--- config.mk ---
export PLATFORM = sky130hd
export DESIGN_NAME = mfs_ram
export DESIGN_NICKNAME = d
export VERILOG_FILES = /design/src/hw/rtl/mfs_ram.sv
export SDC_FILE = /design/constraint.sdc
export NUM_CORES = 1
export LEC_CHECK = 0
export ABC_AREA = 1
export BUFFER_PORTS_ARGS = -buffer_cell sky130_fd_sc_hd__buf_2
export CAP_MARGIN = 25
export CORE_MARGIN = 2
export CORE_UTILIZATION = 40
export DETAILED_ROUTE_END_ITERATION = 16
export PLACE_DENSITY = 0.64
export SLEW_MARGIN = 20
export SYNTH_ARGS = -nofsm -noshare
export SYNTH_HDL_FRONTEND = slang
export SYNTH_SLANG_ARGS = --single-unit
--- constraint.sdc ---
create_clock -name clk -period 2.34 [get_ports clk]
set_input_delay 0.351 -clock clk [delete_from_list [all_inputs] [get_ports clk]]
set_output_delay 0.351 -clock clk [all_outputs]
set_load 0.02 [all_outputs]
--- src/hw/rtl/mfs_ram.sv ---
module mfs_ram #(
    parameter int WIDTH = 8,
    parameter int DEPTH = 64
) (
    input  logic                             clk,
    input  logic                             we,
    input  logic [$clog2(DEPTH > 1 ? DEPTH : 2)-1:0] waddr,
    input  logic [WIDTH-1:0]                 wdata,
    input  logic [$clog2(DEPTH > 1 ? DEPTH : 2)-1:0] raddr,
    output logic [WIDTH-1:0]                 rdata
);

    logic [WIDTH-1:0] mem [DEPTH];

    always_ff @(posedge clk)
    begin
        if (we)
        begin
            mem[waddr] <= wdata;
        end
        rdata <= mem[raddr];
    end

endmodule

# Word level (Yosys, flattened, before mapping)
# Memories as Yosys holds them, arrays and structs flattened. A register that Yosys moved wholly into a read port is not among the register bits.
# Index checks and enable logic that the tools add are counted.
[totals] register_bits=0 latch_bits=0 ramBits=512 mem_bits_ro=0 in_bits=22 out_inout_bits=8 elab_cells=3 mem_count=1
[op_classes] add_sub_neg=0 mul=0 n_div=0 order_cmp=0 n_eq_ne=0 n_shift=0 mux=2 n_bitwise=0 reduce_logical=0
[memory_table] name="mem" depth=64 width=8 read_ports=1 rd_clocked_by_memory_dff=1 write_ports=1 line_no="13" rtl="logic [WIDTH-1:0] mem [DEPTH];"
[op_table] op="1-bit two-way mux" count=2

# Depth between registers and ports, before layout
[depth] ltp_word=2 mapped_depth=12

# Worst setup path before layout
# No wires, ideal clock.
[synth_timing] path_kind="in2reg" startpoint="in we" endpoint="mem mem[48][0] (enable)" setup_time_ps=395 arrival_ps=1722 required_time_ps=1945 path_slack_ps=223 stages=3 n_path_buf=1 cell_sequence="clkbuf_1 nand4_1 nor4_1"
[synth_via] elab_chain_len=2
[synth_lines] element="from (decl)" line_no="6" rtl="input logic we,"
[synth_lines] element="1-bit two-way mux" line_no="17" rtl="if (we)"
[synth_lines] element="1-bit two-way mux (not written as such)" line_no="19" rtl="mem[waddr] <= wdata;"
[synth_lines] element="to (decl)" line_no="13"
# Every way passes these cells.

# Worst setup path in the final report
[layout_timing] startpoint="reg rdata[6] (read register of mem)" endpoint="out rdata[6]"
[layout_lines] element="from (decl)" line_no="10" rtl="output logic [WIDTH-1:0] rdata"
# No word-level cell between the ends.

==> results.yml <==
final_layout:
  fin_util_pct: 46.2
  syn_to_final_growth_pct: 13.9
  layout-drive-gt1-share_pct: 11.0
  fin_area_um2: 24300
  nNetsFinal: 1910
yosys:
  synth_nets: 1827
  yosys_warnings: 0
  synth_area_per_cell_um2: 11.8
  seq_area_frac_synth_pct: 72.8
  ys_types: 16
  synthesis.area_um2: 21300
  ys_ff_latch: 520
  synth-main-ff-cell: "edfxtp_1"
  synth_top_area_share_pct: 72.0
  yosysMostFrequentCell: "nand2_1"
  synth_commonest_cells: "nand2_1 (648), edfxtp_1 (512), nand3_1 (439), nor2_1 (56), buf_2 (37)"
  synth_edf_count: 512
  synthCells: 1805
  synth_area_leaders: "edfxtp_1 (72%), nand2_1 (11%), nand3_1 (10%)"
  synthArstFlopShare_pct: 0
  yosys.area.top_type: "edfxtp_1"
detailed_routing:
  drt-pass1-iter-count: 7
  drc: 0
  wl_um: 53100
  routedWlPerCell_um: 20.3
  vias_per_cell: 5.30
  postRouteAntennaNets: 0
  drt_iter0_markers: 1564
  vias: 13874
global_routing:
  grt_pass1_vias: 13601
  grt_max_degree: 89
  grt_usage_pct: 19.2
  grt_pass1_wl_um: 81800
  grt_overflow: 0
  antenna_found_initial: 2
clock_network:
  cts_buffers: 53
  path_clk_slew_ns: 0.06
  cts_tree: "done"
  ctsResizeCount: 0
  htree_num_levels: 2
  clockBufferDepth: 3
  cts_sinks: 520
  cts_setup_buffers: 0
  cts.hold.buffers_added: 0
  clock_latency_ns: 0.60
  cts_root_buf: "clkbuf_16"
placement:
  gp_congestion: 0.853
  dpl_cell_area_um2: 22700
  port_buffers: 29
  dpl.hpwl_um: 31600
pwr:
  powerDensity_nw_per_um2: 812
  leakagePower_nw: 8.85
  ir_drop_mv: 0.513
sta:
  slew_viol_final: 0
  skew_ns: 0.0123
  max_freq_mhz: 655
  period_needed_ns: 1.53
  tns_ns: 0
  slew-limit-headroom_pct: 39.0
  tightestPinTransition_ns: 0.912
  hold_viol: 0
  min_period_over_period_pct: 65.2
  setup_viol: 0
  rsz0062_at_grt: "no"
die:
  rows: 84
  die_x_um: 235
  coreArea_um2: 52700
  start_util_pct: 40.5
  dieHeight_um: 235
  dieArea_um2: 55200
  num_io_pins: 30
setup_path:
  crit_chain: "buf_2"
  required_ns: 1.99
  crit_buf_inv: 1
  cpLargestDelayFamily: "flip-flops"
  slowest_stage: "dfxtp_1"
  startpoint_type: "register"
  crit_path_max_fanout: 1
  critPathArrivalTime_ns: 1.17
  endpoint_kind: "output pin"
  crit_type: "register to output pin"
  slowest_delay_ns: 0.39
hold_path:
  hold_path.class: "input pin to register"
flow_run:
  cap_violations: 0
outcome:
  outcome: "finished, final reports clean"
where the power goes:
group | leakage (nW) | switching, mW | internal [mW]
sequential | 4.67 | 0.0305 | 10.3
combinational | 3.37 | 0.931 | 0.353
clock | 0.806 | 3.40 | 4.72
total | 8.85 | 4.36 | 15.4
final cells by class:
class | instances | area (um^2)
multi-input cells | 1160 | 4950
clock inverters | 24 | 210
inverters | 12 | 52.6
repair buffers | 141 | 1270
clock buffers | 71 | 1440
flip-flops and latches | 520 | 15500
well taps | 688 | 861
fillers | 4671 | 28300
diodes | 2 | 5.00
flip-flops by register name (all words and copies together) (netlist names):
register  flops
rdata         8
mem         512
logic make-up after synthesis:
kind of cell,synth area share (%)
simple gates,23.2
flops,72.8
buf+inv,4.02
metrics by stage:
stage / hold WS (ns) / setup slack [ns] / total power, mW / std cells
5_1_grt: 0.145 / 0.759 / 20.3 / 2616
6_report: 0.173 / 0.814 / 19.7 / 2618
3_3_place_gp: 0.756 / 0.375 / 11.8 / 2521
2_1_floorplan: 0.450 / 0.223 / 11.3 / 1805
3_5_place_dp: 0.757 / 0.341 / 11.8 / 2521
4_1_cts: 0.126 / 0.798 / 19.8 / 2616
worst paths after layout:
| path | start | end | slack, ns | cells after the start |
|---|---|---|---|---|
| worst max-delay path | rdata[6] | rdata[6] | 0.81 | 1 |
| worst min-delay path | raddr[5] | rdata[0] | 0.17 | 3 |
| worst max register to register | mem[45][2] | rdata[2] | 0.97 | 8 |
| worst min register to register | mem[52][1] | rdata[1] | 0.83 | 8 |
metal layers:
metal | part of all wire, % | wire length [um] | global-route usage [%] | vias up
li1 | - | - | - | 6515
met1 | 42 | 22200 | 26.3 | 6697
met2 | 46 | 24700 | 30.4 | 565
met3 | 9.2 | 4910 | 4.65 | 95
met4 | 2.6 | 1390 | 5.73 | 2
met5 | 0.021 | 11 | 0 | -
cells in the final DEF (no fill, tap or decap), drive strengths merged:
cell type / synthesis / final
nand2: 648 / 648
edfxtp: 512 / 512
nand3: 439 / 439
buf: 98 / 141
clkbuf: 15 / 71
nor2: 56 / 56
clkinv: 0 / 19
inv: 12 / 13
nand4: 9 / 9
nor4: 8 / 8
dfxtp: 8 / 8
bufinv: 0 / 4
diode: 0 / 2
Power figures use the tool's default switching activity.
